## config.mk

```make
export PLATFORM = sky130hd
export DESIGN_NAME = csort_fifo
export DESIGN_NICKNAME = d
export VERILOG_FILES = /design/src/hdl/coincidence_sorter_macros.svh /design/src/hdl/csort_fifo.sv
export SDC_FILE = /design/constraint.sdc
export NUM_CORES = 1
export LEC_CHECK = 0
export ABC_CLOCK_PERIOD_IN_PS = 2840
export BUFFER_PORTS_ARGS = -buffer_cell sky130_fd_sc_hd__buf_2
export CAP_MARGIN = 20
export CORE_AREA = 2 2 42 44
export DETAILED_ROUTE_END_ITERATION = 10
export DIE_AREA = 0 0 44 46
export GPL_TIMING_DRIVEN = 0
export PLACE_DENSITY = 0.58
export SYNTH_ARGS = -nofsm -noshare
export SYNTH_HDL_FRONTEND = slang
export SYNTH_SLANG_ARGS = --single-unit
```

## constraint.sdc

```tcl
create_clock -name clk -period 2.84 [get_ports clk]
set_clock_uncertainty 0.2 [all_clocks]
set_input_delay 0.426 -clock clk [delete_from_list [all_inputs] [get_ports clk]]
set_output_delay 0.426 -clock clk [all_outputs]
set_load 0.005 [all_outputs]
```

## src/hdl/coincidence_sorter_macros.svh

```systemverilog
// Assertion macros shared by the coincidence sorter RTL.
// Included by files that carry concurrent assertions; no other dependencies.
`ifndef COINCIDENCE_SORTER_MACROS_SVH
`define COINCIDENCE_SORTER_MACROS_SVH

`ifndef SYNTHESIS
`define CS_ASSERT_ALWAYS(lbl, ck, rn, cond, msg) \
  lbl: assert property (@(posedge ck) disable iff (!rn) (cond)) else $error(msg);
`define CS_ASSERT_IMPLY(lbl, ck, rn, ante, cons, msg) \
  lbl: assert property (@(posedge ck) disable iff (!rn) (ante) |-> (cons)) else $error(msg);
`else
`define CS_ASSERT_ALWAYS(lbl, ck, rn, cond, msg)
`define CS_ASSERT_IMPLY(lbl, ck, rn, ante, cons, msg)
`endif

`endif

```

## src/hdl/csort_fifo.sv

```systemverilog
// Small synchronous FIFO used as the front-to-back queue and the result buffer.
// Element type and depth are parameters; no package dependency.
module csort_fifo #(
  parameter type elem_t = logic,
  parameter int  DEPTH  = 4
) (
  input  logic                       clk,
  input  logic                       rst_n,
  input  logic                       push,
  input  elem_t                      din,
  input  logic                       pop,
  output elem_t                      dout,
  output logic [$clog2(DEPTH+1)-1:0] count
);

  localparam int PW = $clog2(DEPTH);
  localparam int CW = $clog2(DEPTH + 1);

  elem_t         mem_r [DEPTH];
  logic [PW-1:0] wr_ptr_r, wr_ptr_nxt;
  logic [PW-1:0] rd_ptr_r, rd_ptr_nxt;
  logic [CW-1:0] count_r, count_nxt;

  always_comb begin
    wr_ptr_nxt = wr_ptr_r;
    rd_ptr_nxt = rd_ptr_r;
    count_nxt  = count_r;
    if (push) begin
      wr_ptr_nxt = (wr_ptr_r == PW'(DEPTH - 1)) ? '0 : wr_ptr_r + 1'b1;
    end
    if (pop) begin
      rd_ptr_nxt = (rd_ptr_r == PW'(DEPTH - 1)) ? '0 : rd_ptr_r + 1'b1;
    end
    if (push && !pop) begin
      count_nxt = count_r + 1'b1;
    end else if (pop && !push) begin
      count_nxt = count_r - 1'b1;
    end
  end

  always_ff @(posedge clk) begin
    if (!rst_n) begin
      wr_ptr_r <= '0;
      rd_ptr_r <= '0;
      count_r  <= '0;
    end else begin
      wr_ptr_r <= wr_ptr_nxt;
      rd_ptr_r <= rd_ptr_nxt;
      count_r  <= count_nxt;
    end
  end

  always_ff @(posedge clk) begin
    if (push) begin
      mem_r[wr_ptr_r] <= din;
    end
  end

  assign dout  = mem_r[rd_ptr_r];
  assign count = count_r;

endmodule

```

-- Yosys cells after proc, flatten, opt, wreduce, memory -nomap -nowiden
Memory sizes are Yosys's and may differ from the RTL's. A register that Yosys moved wholly into a read port is not among the register bits.
Index checks and enable logic that the tools add are counted.
- $add $sub $neg: 4
- reductions and logical operators: 5
- equal/unequal tests: 2
- muxes and demuxes: 8
- operators with widths (operator ; count):
    2-bit 2-to-1 mux ; 4
    3-bit 2-to-1 mux ; 2
    2-bit by 1-bit adder with 2-bit output (second input constant) ; 2
    2-bit equality test (second input constant) ; 2
    3-bit by 1-bit adder with 3-bit output (second input constant) ; 1
    3-bit by 1-bit subtractor with 3-bit output (second input constant) ; 1
    1-bit logical AND ; 2
    1-bit zero test ; 2
    1-bit 2-to-1 mux ; 2
    2-bit nonzero test ; 1
- output and inout bits: 4
- RAM bits: 4
- input port bits: 5
- bits in registers: 7
- logic and storage cells: 23
- memories: 1
- memories (name ; words ; bits a word ; rd ports ; clocked after Yosys merged registers in ; wr ports ; line ; text):
    mem_r ; 4 ; 1 ; 1 ; 1 ; 1 ; csort_fifo.sv:19 ; elem_t mem_r [DEPTH];

-- Longest topological paths before layout
- word-level depth: 4
- mapped depth: 7
- gate-level depth less buffers: 7

-- Least setup slack after synthesis
Ideal clock, no wire load.
- path kind: input -> register
- start point: input port pop
- end point: register count_r[2] (netlist: count[2])
- library setup time: 0.070 ns
- arrival: 1.638 ns
- path buffers: 0
- required time: 2.570 ns
- slack: 0.932 ns
- cell stages on the path: 7
- cells stage by stage: inv_1 ha_1 inv_1 fa_1 xor2_1 or3_1 a21boi_1
- longest elaborated chain between the ends: 3
- elaborated cells on any way between the ends: 5
- those cells by class: 1 x mux; 4 x reduce/logical
- ends and longest elaborated chain (what ; line ; text):
    from (decl) ; csort_fifo.sv:11 ; input logic pop,
    1-bit zero test ; csort_fifo.sv:34 ; if (push && !pop) begin
    1-bit logical AND ; csort_fifo.sv:34 ;
    3-bit 2-to-1 mux / 2-bit nonzero test (equally long branches) ; n/a ;
    to (signal assigned) ; csort_fifo.sv:49 ; count_r <= count_nxt;
    to (decl) ; csort_fifo.sv:22 ; logic [CW-1:0] count_r, count_nxt;
Several ways; a longest one is shown, not always the timed one.
A chain may end at the register's enable or synchronous reset.

-- Worst setup path after layout
Ends and elaborated chain as after synthesis.

==> results summary <==
The flow ran to the end, and the final reports show no timing, DRC or antenna violations. The final period demand of the worst path is around 1.9 ns. The floorplan has 15 rows. Data on the critical path is required at its endpoint by 2.85 ns. Setup violations remaining at the end of the flow were counted as 0.

The per-cell via count in the routed design came out at around 4.6. The total chip power came out at 0.000396 W. The number of max-slew violations in the final report came to 0. The overall die height came out at 46 microns. The quantity of gates resized following cts is 0. The number of stages on the worst hold path came out at 1.

Ranked by instance count, the synthesized netlist is headed by 9 x dfxtp_1, 6 x ha_1, 5 x and2_1, 5 x nor2b_1. The number of vias after detailed routing is 350. The initial antenna violation count came out at 0. The share of the cycle needed by the critical path after routing is between 60% and 70%. The library cell appearing most often on the critical path is inv_1. In this run, synthesis inferred 4 flip-flops with an integrated enable.

Hold timing on the final database bottoms out at a slack of 0.170 ns. The register bit total from synthesis is 13. Per report_power, the clock group accounts for 28.0% of the total. The global-route wire length before repair is 1.25 mm. TritonCTS built the clock tree.

The length of the first detailed-routing pass in iterations came out at 1. The number of CTS-inserted buffers is 3. The largest fanout on the critical path is 3. The startpoint identified for the worst register-to-register timing path is count[0]. Measured in cells, the most critical reg-to-reg path has a length of 4. The filler-free cell count of the finished design is between 70 and 80. In this design, the stage delay of the slowest critical-path cell is 0.37 ns. The met2 global-route usage is 12.1%.

In the global route stage, met3 resource usage came out at 2.38%. The type of the worst setup path is in2reg. The number of buffers and inverters on the critical path is 3. In this run the cell area of the synthesized design comes to 588 sq um.

The share of final-layout standard cells stronger than drive strength 1 is 20.3%. The number of hold-repair buffers added at the cts stage is 0. After clock tree synthesis, the setup repair step added 0 buffers. Summed over all instances, the cell type with the most area after synthesis is dfxtp_1.

The via count of the first global-routing pass is 281. The switching share of power is 24.6%. The number of remaining DRC errors came out at 0. The count of warnings emitted by yosys came out at 0.

The part of the power in registers is 55.8%. The routed length per instance came out at 10.3 microns. The cell count after placement came out at 72. The max-cap check violation count is 0.

The port buffer count came out at 8. The kind of cell with the highest combined delay along the critical path is adder cells. The number of nets in the finished design came out at between 70 and 80. The total wire length after detailed routing came out at slightly below 800 microns. The area of the multi-input gates is 273 sq um. The slowest library cell on the worst path is fa_1. The post-synthesis area per instance came out at 12.5 sq um. The maximum count of clock buffers along a single path is 2. The cell sitting at the root of the clock tree is a clkbuf_4. In the post-synthesis netlist, the cell with the most instances is dfxtp_1. The clock insertion delay at the later pin of the skew report is 0.27 ns. The sequential-to-total area share from yosys stat came out at between 50% and 60%. The initial cell density of the core came out at 36.4%. The actual slew at the worst max-slew pin is 0.179 ns.

The end-of-flow core utilization is between 40% and 50%. The final-report hold violation count is 0. The slack of the worst reg-to-reg path came out at about 1.2 ns. Global routing consumed, over all layers together, 9.48% of the routing resources. The final RePlAce weighted congestion came out at 0.655. The number of nets in the synthesized netlist is 59. The power per unit of standard cell area is 587 mW/mm^2.

The antenna cell count came out at 0. Of all flip-flops after synthesis, the portion carrying an async set or reset was 0%. After filler insertion, the fill cell instance count of the layout stands at 160. The worst-case vdd ir drop is ~0.21 mV. For the worst setup path, the data arrival time is 1.88 ns. The total negative slack for setup checks came out at 0 ns. The combinational power share is 16.2%. Derived from the worst setup path, the maximum achievable clock frequency is about 0.54 GHz. The growth of design area from synthesis to finish came out at 14.9%.

The worst setup path is captured at a register. The worst hold path terminates at mem_r[3]. In the final layout, flip-flops and latches occupy about 300 sq um.

In this run the worst hold path is classified as in2reg. The portion of synthesized cell area occupied by the leading cell type came out at 30.6%. The layer carrying the most global-route usage is met4.

The worst slew margin relative to its limit is ~88%. The global-route congestion overflow total came out at 0. The worst hold path begins at din. Setup repair after global routing left no endpoint under its margin.

The kind of launch point of the worst setup path is an input pin. Clock-pin slew was measured on the worst setup and hold paths at 0.07 ns. The leakage power total came out at between 0.2 and 0.3 nW.

The I/O pin count is 9. Traced cell by cell, the critical path runs through buf_2, inv_1, ha_1, inv_1, fa_1, xor2_1, or3_1, a21boi_1. The remaining antenna violation count is 0. The die is between 40 and 50 microns wide. The HPWL reported at the end of detailed placement came out at roughly 620 microns. The met1 global-route usage is 11.2%. The number of violations reported at the end of detailed-routing iteration 0 is 0. The area of the die is 0.00202 sq mm. The net switching component of the power came out at about 0.000097 W. The sink count of the clock tree came out at 13. The cell count after synthesis is 47. The core region is 0.00161 sq mm.

The count of unique library cells instantiated by Yosys came out at 17. In the post-synthesis netlist, the biggest area contributors are dfxtp_1 31%, edfxtp_1 20%, ha_1 13%, mux2i_1 6.8%, and2_1 5.3%. The most used flip-flop cell after synthesis is dfxtp_1.

The internal power of the cells totals between 0.0002 and 0.0003 W. Entering global routing, the biggest net connects 8 pins. The endpoint of the most critical register-to-register path is count[2].

The CTS H-tree depth came out at 1.
==> worst max-delay path by stage <==
stage,slack [ns],startpoint,cells after the start,endpoint
final,0.97,pop,8,count[2]
after global routing,0.93,mem_r[3],2,dout
after CTS,0.96,register,2,dout
after detailed placement,0.70,pop,8,count[2]
after global placement,0.73,pop,8,count[2]
after floorplan,0.93,pop,7,count[2]
==> metal layers <==
layer,wire (microns),share of wire [%]
met1,352,45
met2,357,46
met3,26,3.3
met4,44,5.6
met5,0,0
==> stage by stage <==
| step | worst slack (ns) | area, sq um |
|---|---|---|
| 4_1_cts | 0.964 | 676 |
| 6_report | 0.972 | 676 |
| 2_1_floorplan | 0.932 | 588 |
| 3_3_place_gp | 0.726 | 649 |
| 3_5_place_dp | 0.704 | 649 |
| 5_1_grt | 0.926 | 676 |
==> logic make-up after synthesis <==
kind of cell / Yosys count / synth area share, %
compound gates: 3 / 3.40
xor+xnor: 2 / 2.98
mux: 5 / 10.6
fa+ha+maj: 7 / 16.2
flops: 13 / 51.1
buf+inv: 4 / 2.55
simple gates: 13 / 13.2
==> power by group through the flow <==
| stage | registers [W] | clock network (W) | logic (W) |
|---|---|---|---|
| floorplan | 0.000225 | 0 | 0.0000435 |
| global placement | 0.000225 | 0 | 0.0000640 |
| detailed placement | 0.000226 | 0 | 0.0000653 |
| CTS | 0.000222 | 0.000118 | 0.0000657 |
| global route | 0.000224 | 0.000127 | 0.0000721 |
| finish | 0.000221 | 0.000111 | 0.0000643 |
==> area by class of cell <==
class | count | area share (%)
flip-flops and latches | 13 | 44.4
multi-input cells | 30 | 40.4
repair buffers | 8 | 5.93
clock buffers | 4 | 3.89
well taps | 17 | 3.15
inverters | 4 | 2.22
==> placed cells by master (no fill, tap or decap) <==
master,count
dfxtp_1,9
buf_2,8
ha_1,6
and2_1,5
nor2b_1,5
inv_1,4
mux2i_1,4
edfxtp_1,4
clkbuf_4,3
mux4_2,1
xnor2_1,1
xor2_1,1
o21ai_0,1
or3_1,1
a21boi_1,1
nor3_1,1
o21a_1,1
nor2_1,1
fa_1,1
clkbuf_1,1
Power figures use the tool's default switching activity.
