<file path="config.mk">
export PLATFORM = sky130hd
export DESIGN_NAME = csort_front_flat
export DESIGN_NICKNAME = d
export VERILOG_FILES = /design/src/hdl/coincidence_sorter_macros.svh /design/src/hdl/csort_pkg.sv /design/src/hdl/csort_ifs.sv /design/src/hdl/csort_front.sv /design/src/flat_wrapper.sv
export SDC_FILE = /design/constraint.sdc
export NUM_CORES = 1
export LEC_CHECK = 0
export BUFFER_PORTS_ARGS = -buffer_cell sky130_fd_sc_hd__clkbuf_2
export CAP_MARGIN = 10
export CORE_MARGIN = 2
export CORE_UTILIZATION = 67
export DETAILED_ROUTE_END_ITERATION = 10
export PLACE_DENSITY = 0.88
export SLEW_MARGIN = 15
export SYNTH_ARGS = -nofsm -noshare
export SYNTH_HDL_FRONTEND = slang
export SYNTH_SLANG_ARGS = --single-unit
</file>
<file path="constraint.sdc">
create_clock -name clk -period 17.5 [get_ports clk]
set_input_delay 0.875 -clock clk [delete_from_list [all_inputs] [get_ports clk]]
set_output_delay 0.875 -clock clk [all_outputs]
set_load 0.02 [all_outputs]
</file>
<file path="src/hdl/coincidence_sorter_macros.svh">
// Assertion macros shared by the coincidence sorter RTL.
// Included by files that carry concurrent assertions; no other dependencies.
`ifndef COINCIDENCE_SORTER_MACROS_SVH
`define COINCIDENCE_SORTER_MACROS_SVH

`ifndef SYNTHESIS
`define CS_ASSERT_ALWAYS(lbl, ck, rn, cond, msg) \
  lbl: assert property (@(posedge ck) disable iff (!rn) (cond)) else $error(msg);
`define CS_ASSERT_IMPLY(lbl, ck, rn, ante, cons, msg) \
  lbl: assert property (@(posedge ck) disable iff (!rn) (ante) |-> (cons)) else $error(msg);
`else
`define CS_ASSERT_ALWAYS(lbl, ck, rn, cond, msg)
`define CS_ASSERT_IMPLY(lbl, ck, rn, ante, cons, msg)
`endif

`endif

</file>
<file path="src/hdl/csort_pkg.sv">
// Shared types and constants of the coincidence sorter.
// Used by the channel interfaces, the front, the back and the top level.
package csort_pkg;

  localparam int WINDOW_DEPTH = 5;
  localparam int WIN_HELD     = WINDOW_DEPTH - 1;
  localparam int FILL_W       = 3;
  localparam int TIME_W       = 32;
  localparam int EVENT_W      = 32;
  localparam int CH_W         = 4;
  localparam int RD_W         = 32;
  localparam int CW_W         = 16;
  localparam int CIU_W        = 5;
  localparam int CFG_AW       = 3;
  localparam int CFG_DW       = 32;
  localparam int QUEUE_DEPTH  = 4;
  localparam int OUT_DEPTH    = 4;
  localparam int BACKLOG_W    = 3;

  localparam logic [CW_W-1:0]  CW_RESET  = 16'd2;
  localparam logic [CIU_W-1:0] CIU_RESET = 5'd16;

  localparam logic REG_WINDOW   = 1'b0;
  localparam logic REG_CHANNELS = 1'b1;

  localparam logic KIND_HIT  = 1'b0;
  localparam logic KIND_READ = 1'b1;

  localparam logic [CH_W-1:0] TOT_DOUBLE   = 4'd0;
  localparam logic [CH_W-1:0] TOT_TRUE     = 4'd1;
  localparam logic [CH_W-1:0] TOT_MULTIPLE = 4'd2;

  typedef enum logic [1:0] {
    TBL_HITS   = 2'd0,
    TBL_DOUBLE = 2'd1,
    TBL_TRUE   = 2'd2,
    TBL_TOTALS = 2'd3
  } table_sel_t;

  typedef struct packed {
    logic            kind;
    logic            full;
    logic            dbl;
    logic            tru;
    logic            mult;
    logic            pair_ok;
    logic            count_hit;
    logic            rd_ok;
    logic [CH_W-1:0] ch;
    logic [CH_W-1:0] a;
    logic [CH_W-1:0] b;
    table_sel_t      sel;
    logic [CH_W-1:0] row;
    logic [CH_W-1:0] col;
  } item_t;

  typedef struct packed {
    logic            window_full;
    logic            double_found;
    logic            true_found;
    logic            multiple_found;
    logic [CH_W-1:0] pair_first;
    logic [CH_W-1:0] pair_second;
    logic [RD_W-1:0] read_value;
  } result_t;

  typedef struct packed {
    logic                 clearing;
    logic [BACKLOG_W-1:0] backlog;
  } back_status_t;

endpackage

</file>
<file path="src/hdl/csort_ifs.sv">
// Valid/ready channel interfaces for the sorter's input items and results.
// Depends on csort_pkg for field widths.
interface csort_in_if import csort_pkg::*; ();
  logic              valid;
  logic              ready;
  logic              kind;
  logic [TIME_W-1:0] hit_time;
  logic [CH_W-1:0]   hit_channel;
  logic [EVENT_W-1:0] hit_event;
  logic [1:0]        table_select;
  logic [CH_W-1:0]   read_row;
  logic [CH_W-1:0]   read_col;

  modport source (output valid, kind, hit_time, hit_channel, hit_event, table_select,
                  read_row, read_col, input ready);
  modport sink (input valid, kind, hit_time, hit_channel, hit_event, table_select,
                read_row, read_col, output ready);
endinterface


</file>
<file path="src/hdl/csort_front.sv">
// Front end: accepts items, keeps the hit window and classifies each hit.
// Depends on csort_pkg and csort_in_if; feeds the item queue.
module csort_front import csort_pkg::*; #(
  parameter int MAX_CHANNELS = 16
) (
  input  logic             clk,
  input  logic             rst_n,
  csort_in_if.sink         in_ch,
  input  logic [CW_W-1:0]  coinc_window,
  input  logic [CIU_W-1:0] chan_in_use,
  input  logic             q_full,
  input  logic             clearing,
  output logic             q_push,
  output item_t            q_item
);

  localparam int AW = ($clog2(MAX_CHANNELS + 1) > CIU_W) ? $clog2(MAX_CHANNELS + 1) : CIU_W;

  logic [FILL_W-1:0]  fill_r;
  logic [TIME_W-1:0]  time_r  [WIN_HELD];
  logic [CH_W-1:0]    chan_r  [WIN_HELD];
  logic [EVENT_W-1:0] event_r [WIN_HELD];

  logic          accept, is_hit, full;
  logic [3:0]    g;
  logic [AW-1:0] act;
  logic          row_ok, col_ok, dbl;
  table_sel_t    sel;

  function automatic logic gap_open(input logic [TIME_W-1:0] e, input logic [TIME_W-1:0] l,
                                    input logic [CW_W-1:0] w);
    logic [TIME_W-1:0] d;
    d = l - e;
    return (l > e) && (d > TIME_W'(w));
  endfunction

  assign in_ch.ready = !q_full && !clearing;
  assign accept      = in_ch.valid && in_ch.ready;
  assign q_push      = accept;
  assign is_hit      = (in_ch.kind == KIND_HIT);
  assign full        = (fill_r >= FILL_W'(WIN_HELD));
  assign sel         = table_sel_t'(in_ch.table_select);

  always_comb begin
    for (int i = 0; i < WIN_HELD - 1; i++) begin
      g[i] = gap_open(time_r[i], time_r[i+1], coinc_window);
    end
    g[3] = gap_open(time_r[WIN_HELD-1], in_ch.hit_time, coinc_window);
  end

  assign act    = (AW'(chan_in_use) > AW'(MAX_CHANNELS)) ? AW'(MAX_CHANNELS) : AW'(chan_in_use);
  assign row_ok = AW'(in_ch.read_row) < AW'(MAX_CHANNELS);
  assign col_ok = AW'(in_ch.read_col) < AW'(MAX_CHANNELS);
  assign dbl    = is_hit && full && g[0] && !g[1] && g[2];

  always_comb begin
    q_item           = '0;
    q_item.kind      = in_ch.kind;
    q_item.full      = is_hit && full;
    q_item.dbl       = dbl;
    q_item.tru       = dbl && (event_r[1] == event_r[2]);
    q_item.mult      = is_hit && full && g[0] && !g[1] && !g[2] && g[3];
    q_item.a         = dbl ? chan_r[1] : '0;
    q_item.b         = dbl ? chan_r[2] : '0;
    q_item.pair_ok   = (AW'(chan_r[1]) < act) && (AW'(chan_r[2]) < act);
    q_item.count_hit = is_hit && (AW'(in_ch.hit_channel) < act);
    q_item.ch        = in_ch.hit_channel;
    q_item.sel       = sel;
    q_item.row       = in_ch.read_row;
    q_item.col       = in_ch.read_col;
    q_item.rd_ok     = (sel == TBL_HITS) ? row_ok : (row_ok && col_ok);
  end

  always_ff @(posedge clk) begin
    if (!rst_n) begin
      fill_r <= '0;
    end else if (accept && is_hit && (fill_r < FILL_W'(WINDOW_DEPTH))) begin
      fill_r <= fill_r + 1'b1;
    end
  end

  always_ff @(posedge clk) begin
    if (accept && is_hit) begin
      for (int i = 0; i < WIN_HELD - 1; i++) begin
        time_r[i]  <= time_r[i+1];
        chan_r[i]  <= chan_r[i+1];
        event_r[i] <= event_r[i+1];
      end
      time_r[WIN_HELD-1]  <= in_ch.hit_time;
      chan_r[WIN_HELD-1]  <= in_ch.hit_channel;
      event_r[WIN_HELD-1] <= in_ch.hit_event;
    end
  end

endmodule

</file>
<file path="src/flat_wrapper.sv">
// flat-port wrapper written by rule: the top's interface ports become plain ports
module csort_front_flat import csort_pkg::*;
#(
  parameter int MAX_CHANNELS = 16
)
  (clk, rst_n, coinc_window, chan_in_use, q_full, clearing, q_push, q_item, in_ch_valid, in_ch_kind, in_ch_hit_time, in_ch_hit_channel, in_ch_hit_event, in_ch_table_select, in_ch_read_row, in_ch_read_col, in_ch_ready);
  csort_in_if in_ch_i ();
  input  logic clk;
  input  logic rst_n;
  input  logic [CW_W-1:0] coinc_window;
  input  logic [CIU_W-1:0] chan_in_use;
  input  logic q_full;
  input  logic clearing;
  output logic q_push;
  output item_t q_item;
  input wire logic [$bits(in_ch_i.valid)-1:0] in_ch_valid;
  input wire logic [$bits(in_ch_i.kind)-1:0] in_ch_kind;
  input wire logic [$bits(in_ch_i.hit_time)-1:0] in_ch_hit_time;
  input wire logic [$bits(in_ch_i.hit_channel)-1:0] in_ch_hit_channel;
  input wire logic [$bits(in_ch_i.hit_event)-1:0] in_ch_hit_event;
  input wire logic [$bits(in_ch_i.table_select)-1:0] in_ch_table_select;
  input wire logic [$bits(in_ch_i.read_row)-1:0] in_ch_read_row;
  input wire logic [$bits(in_ch_i.read_col)-1:0] in_ch_read_col;
  output wire logic [$bits(in_ch_i.ready)-1:0] in_ch_ready;
  assign in_ch_i.valid = in_ch_valid;
  assign in_ch_i.kind = in_ch_kind;
  assign in_ch_i.hit_time = in_ch_hit_time;
  assign in_ch_i.hit_channel = in_ch_hit_channel;
  assign in_ch_i.hit_event = in_ch_hit_event;
  assign in_ch_i.table_select = in_ch_table_select;
  assign in_ch_i.read_row = in_ch_read_row;
  assign in_ch_i.read_col = in_ch_read_col;
  assign in_ch_ready = in_ch_i.ready;
  csort_front #(.MAX_CHANNELS(MAX_CHANNELS)) u_core (.clk(clk), .rst_n(rst_n), .in_ch(in_ch_i), .coinc_window(coinc_window), .chan_in_use(chan_in_use), .q_full(q_full), .clearing(clearing), .q_push(q_push), .q_item(q_item));
endmodule
</file>
### Word-level counts from Yosys, hierarchy flattened

Memories as Yosys holds them, arrays and structs flattened.
Cells that the tools add are included.

| word-level totals | value |
|---|---|
| register bits after elaboration | 3 |
| input bits | 105 |
| memory bits (writable) | 272 |
| memories kept | 3 |

Memory list:

| name | words | bits a word | read ports | clocked after Yosys merged registers in | write ports | RTL line | source |
|---|---|---|---|---|---|---|---|
| u_core.event_r | 4 | 32 | 3 | 0 | 4 | csort_front.sv:22 | `logic [EVENT_W-1:0] event_r [WIN_HELD];` |
| u_core.time_r | 4 | 32 | 4 | 0 | 4 | csort_front.sv:20 | `logic [TIME_W-1:0] time_r [WIN_HELD];` |
| u_core.chan_r | 4 | 4 | 3 | 0 | 4 | csort_front.sv:21 | `logic [CH_W-1:0] chan_r [WIN_HELD];` |

| cells by class | value |
|---|---|
| equality and inequality tests | 1 |
| $add $sub $neg | 5 |
| reductions and logical operators | 21 |
| multiplexer cells | 5 |
| order comparisons | 14 |
| bitwise operators | 1 |

Operator list:

| cell | number |
|---|---|
| 32-bit by 16-bit greater-than comparator with 1-bit output | 4 |
| 32-bit greater-than comparator | 4 |
| 32-bit subtractor | 4 |
| 32-bit == test | 1 |
| 1-bit logical AND | 17 |
| 4-bit by 5-bit less-than comparator with 1-bit output | 3 |
| 4-bit two-way mux | 2 |
| 5-bit greater-than comparator, second input constant | 1 |
| 5-bit two-way mux | 1 |
| 1-bit zero test | 4 |
| 3-bit by 1-bit adder with 3-bit output, second input constant | 1 |
| 3-bit >= comparator, second input constant | 1 |
| 3-bit less-than comparator, second input constant | 1 |
| 1-bit two-way mux | 2 |
| 1-bit NOT | 1 |

### Depth between registers and ports, before layout

An unclocked memory read counts as a cell.

| logic depth | value |
|---|---|
| depth after elaboration | 8 |
| gate-level depth with buffers | 25 |

### Least setup slack after synthesis

No wires, ideal clock.

| timing path | value |
|---|---|
| kind | in2reg |
| start point | input port clearing |
| end point | register u_core.fill_r[1] |
| arrival | 12317 ps |
| path buffers | 0 |
| stages | 5 |
| path slack | 5084 ps |
| library setup time | 98 ps |
| cells stage by stage | nor2_1 nand2_1 nor2_1 a32oi_1 nor2b_1 |

| on the way | value |
|---|---|
| longest elaborated chain between the ends | 5 |

RTL lines:

| element | RTL line | source |
|---|---|---|
| from (decl) | flat_wrapper.sv:13 | `input logic clearing;` |
| 1-bit zero test | csort_front.sv:37 | `assign in_ch.ready = !q_full && !clearing;` |
| 1-bit logical AND | csort_front.sv:37 |  |
| 1-bit logical AND | csort_front.sv:38 | `assign accept = in_ch.valid && in_ch.ready;` |
| 1-bit logical AND (2 in a row) | csort_front.sv:77 | `end else if (accept && is_hit && (fill_r < FILL_W'(WINDOW_DEPTH))) begin` |
| to (signal assigned) | csort_front.sv:78 | `fill_r <= fill_r + 1'b1;` |
| to (decl) | csort_front.sv:19 | `logic [FILL_W-1:0] fill_r;` |

Every way passes these cells.
A chain may end at the register's enable or synchronous reset.

==> out/qor.yml <==
cts:
  cts_resized: 0
  hold_buffers: 0
  clock_sinks: 239
  cts_buffers: 26
  cts_tree: "built"
  cts_max_path_buffers: 3
  clk_transition_reported_paths_ns: 0.07
  clk_latency_ns: 0.54
  postCtsSetupRepairBufs: 0
  cts_root_buffer: "clkbuf_16"
  h-tree-depth: 1
pwr:
  p_clk_share_pct: 39.8
  net-switching-power_uw: 331.4
  p_sw_share_pct: 24.83
  power_frac_seq_pct: 47.8
  p_leak_uw: 0.008028
  cellPowerDensity_nw_per_um2: 69.19
  intPower_uw: 1003
  pwr-share-comb_pct: 12.4
  ir_drop_mv: 0.1021
floorplanning:
  die_height_microns: 166.9
  io_pins: 137
  die_x_microns: 166.9
  dieArea_sq_um: 27860
  core_area_sq_um: 26060
  rows: 59
  initial_utilization_pct: 68.23
finish:
  nets: 2188
  drive_gt1_share_pct: 10.60
  areaGrowthSynthToFinish_pct: 8.508
  diodes: 0
synthesis:
  synth_area_leaders: "edfxtp_1 40%, ha_1 14%, a21oi_1 4.1%"
  yosysMostFrequentCell: "edfxtp_1"
  synth_flop_cell: "edfxtp_1"
  synthDominantCellAreaShare_pct: 39.86
  synth_fp_nets: 2111
  syn_area_sq_um: 17780
  ys_ff_latch: 239
  ys_warn_count: 0
  ys_async_sr_fraction_pct: 0
  synth_edf_count: 236
  ys_seq_area_share_pct: 40.20
  yosysTopAreaCell: "edfxtp_1"
  syn-mean-instance-area_sq_um: 9.878
  synth.distinct_cells: 91
  syn_inst: 1800
  synthTopCellsByCount: "236 x edfxtp_1, 202 x ha_1, 174 x inv_1, 147 x a21oi_1, 118 x nand2_1"
setup_path:
  crit_path_start: "u_core.time_r[1][1]$_DFFE_PP_"
  worstPathArrival_ns: 6.39
  start_kind: "flop"
  critPathKind: "flop to output pin"
  cp-end-kind: "output pin"
  cp.required_ns: 16.62
  rr_startpoint: "u_core.fill_r[2]$_SDFFE_PN0P_"
  critPathMaxFanout: 11
detailed_routing:
  antenna_left: 0
  wl_microns: 45090
  drc: 0
  viasPerCell: 6.497
  vias: 14500
  drtIter0Drc: 1333
  drt_pass1_iterations: 6
  detail_route.wl_per_cell_microns: 20.21
place:
  place_congestion: 0.9543
  dpl.hpwl_microns: 34630
  portBuffers: 115
run:
  drv_cap: 0
global_route:
  grt_pass1_vias: 14230
  grt-ovfl-total: 0
  grt_antenna_before_repair: 0
  track_usage_pct: 31.65
  grt_pass1_wl_microns: 71300
  grt_max_degree: 87
sta:
  finalCritPeriodShare_pct: 41.50
  rsz0062_at_grt: "no"
  hold_ws_ns: 0.4161
  fin_worst_skew_ns: 0.009921
  hold_violations: 0
  setup-violations-final: 0
  timing.fmax_ghz: 0.1377
  slew_viol_final: 0
  final.min_clock_period_ns: 7.262
  fin_setup_tns_ns: 0
  maxSlewHeadroom_pct: 25.75
  tightest_slew_ns: 1.114
hold_path:
  worstHoldStart: "u_core.event_r[3][26]$_DFFE_PP_"
  hp-class: "flop to flop"
run_status:
  status: "finished, final reports clean"
==> flip-flops by register name (all words and copies together), names as in the netlist <==
register        cells
u_core.time_r     128
u_core.event_r     96
u_core.chan_r      12
u_core.fill_r       3
==> cells in the final DEF, fill, tap and decap left out, types with 14 or more instances in the layout <==
| cell | count |
|---|---|
| inv_1 | 174 |
| xor2_1 | 35 |
| nand2b_1 | 14 |
| o21bai_1 | 19 |
| o211ai_1 | 16 |
| ha_1 | 202 |
| nor3_1 | 25 |
| clkbuf_16 | 26 |
| a211oi_1 | 16 |
| o21ai_0 | 82 |
| nor2b_1 | 25 |
| a21o_1 | 64 |
| nand2_1 | 118 |
| nor2_1 | 97 |
| xnor2_1 | 83 |
| nor4_1 | 18 |
| nand3_1 | 51 |
| edfxtp_1 | 236 |
| o21a_1 | 22 |
| a31oi_1 | 20 |
| clkbuf_2 | 115 |
| a21oi_1 | 147 |
| nand4_1 | 59 |
==> final timing paths <==
path	end	slack (ns)	cells past startpoint
setup / recovery	q_item[25]	10.24	21
hold / removal	u_core.event_r[2][26]$_DFFE_PP_	0.42	0
setup reg to reg	u_core.fill_r[1]$_SDFFE_PN0P_	16.42	3
hold reg to reg	u_core.event_r[2][26]$_DFFE_PP_	0.42	0
==> cell type report <==
type,instances,area [sq um]
multi-input cells,1318,9653
flip-flops and latches,239,7147
fillers,1857,6766
clock buffers,30,665.6
inverters,174,653.1
repair buffers,118,598.1
well taps,335,419.2
clock inverters,17,156.4
==> power by group through the flow <==
stage          sequential (uW)  clock, uW  combinational [uW]
2_1_floorplan              652          0                 118
3_3_place_gp               650          0                 156
3_5_place_dp               650          0                 161
4_1_cts                    638        540                 162
5_1_grt                    639        560                 182
6_report                   638        531                 165
==> worst max-delay path: stages, from the launching register on <==
cell	delay, ns
edfxtp_1	0.47
ha_1	0.35
nor2b_1	0.14
o31ai_1	0.37
a21oi_1	0.19
nor4_1	0.35
nor2_1	0.22
nand3_1	0.13
nand2_1	0.09
a21o_1	0.19
a21oi_1	0.17
xnor2_1	0.09
ha_1	0.30
nand4_1	0.15
or4_1	0.56
nor2_1	0.13
o211ai_1	0.14
nor4_2	0.27
nand4_1	0.22
nor4_4	0.97
nor4_2	0.15
clkbuf_2	0.21
==> metal layers <==
metal  wire [microns]  GRT usage, %
met1            18110         39.74
met2            22150         56.20
met3             3161         4.349
met4             1667         10.79
met5                0             0
==> through the flow <==
stage	instances	setup WS (ns)	utilization, %	cell area [sq um]	total power, uW
after floorplan	1800	5.084	-	17780	770.1
after global placement	2184	11.06	70.88	18470	805.6
after detailed placement	2184	10.82	70.88	18470	811.2
after CTS	2231	10.26	74.03	19290	1340
after global routing	2231	9.888	74.03	19290	1381
final	2231	10.24	74.03	19290	1335
==> cells by family (layout without fill, tap and decap cells) <==
family / Yosys count / in the layout / synth area share (%)
buffers and inverters: 243 / 339 / 5.588
adders and majority gates: 206 / 206 / 14.67
AOI/OAI and AO/OA: 495 / 495 / 18.41
DFF: 239 / 239 / 40.20
and+or+nand+nor: 488 / 488 / 14.69
other: 1 / 1 / 0.02109
xor gates and xnor gates: 118 / 118 / 5.813
muxes: 10 / 10 / 0.6193
No activity file was read; power rests on OpenSTA's default activity.
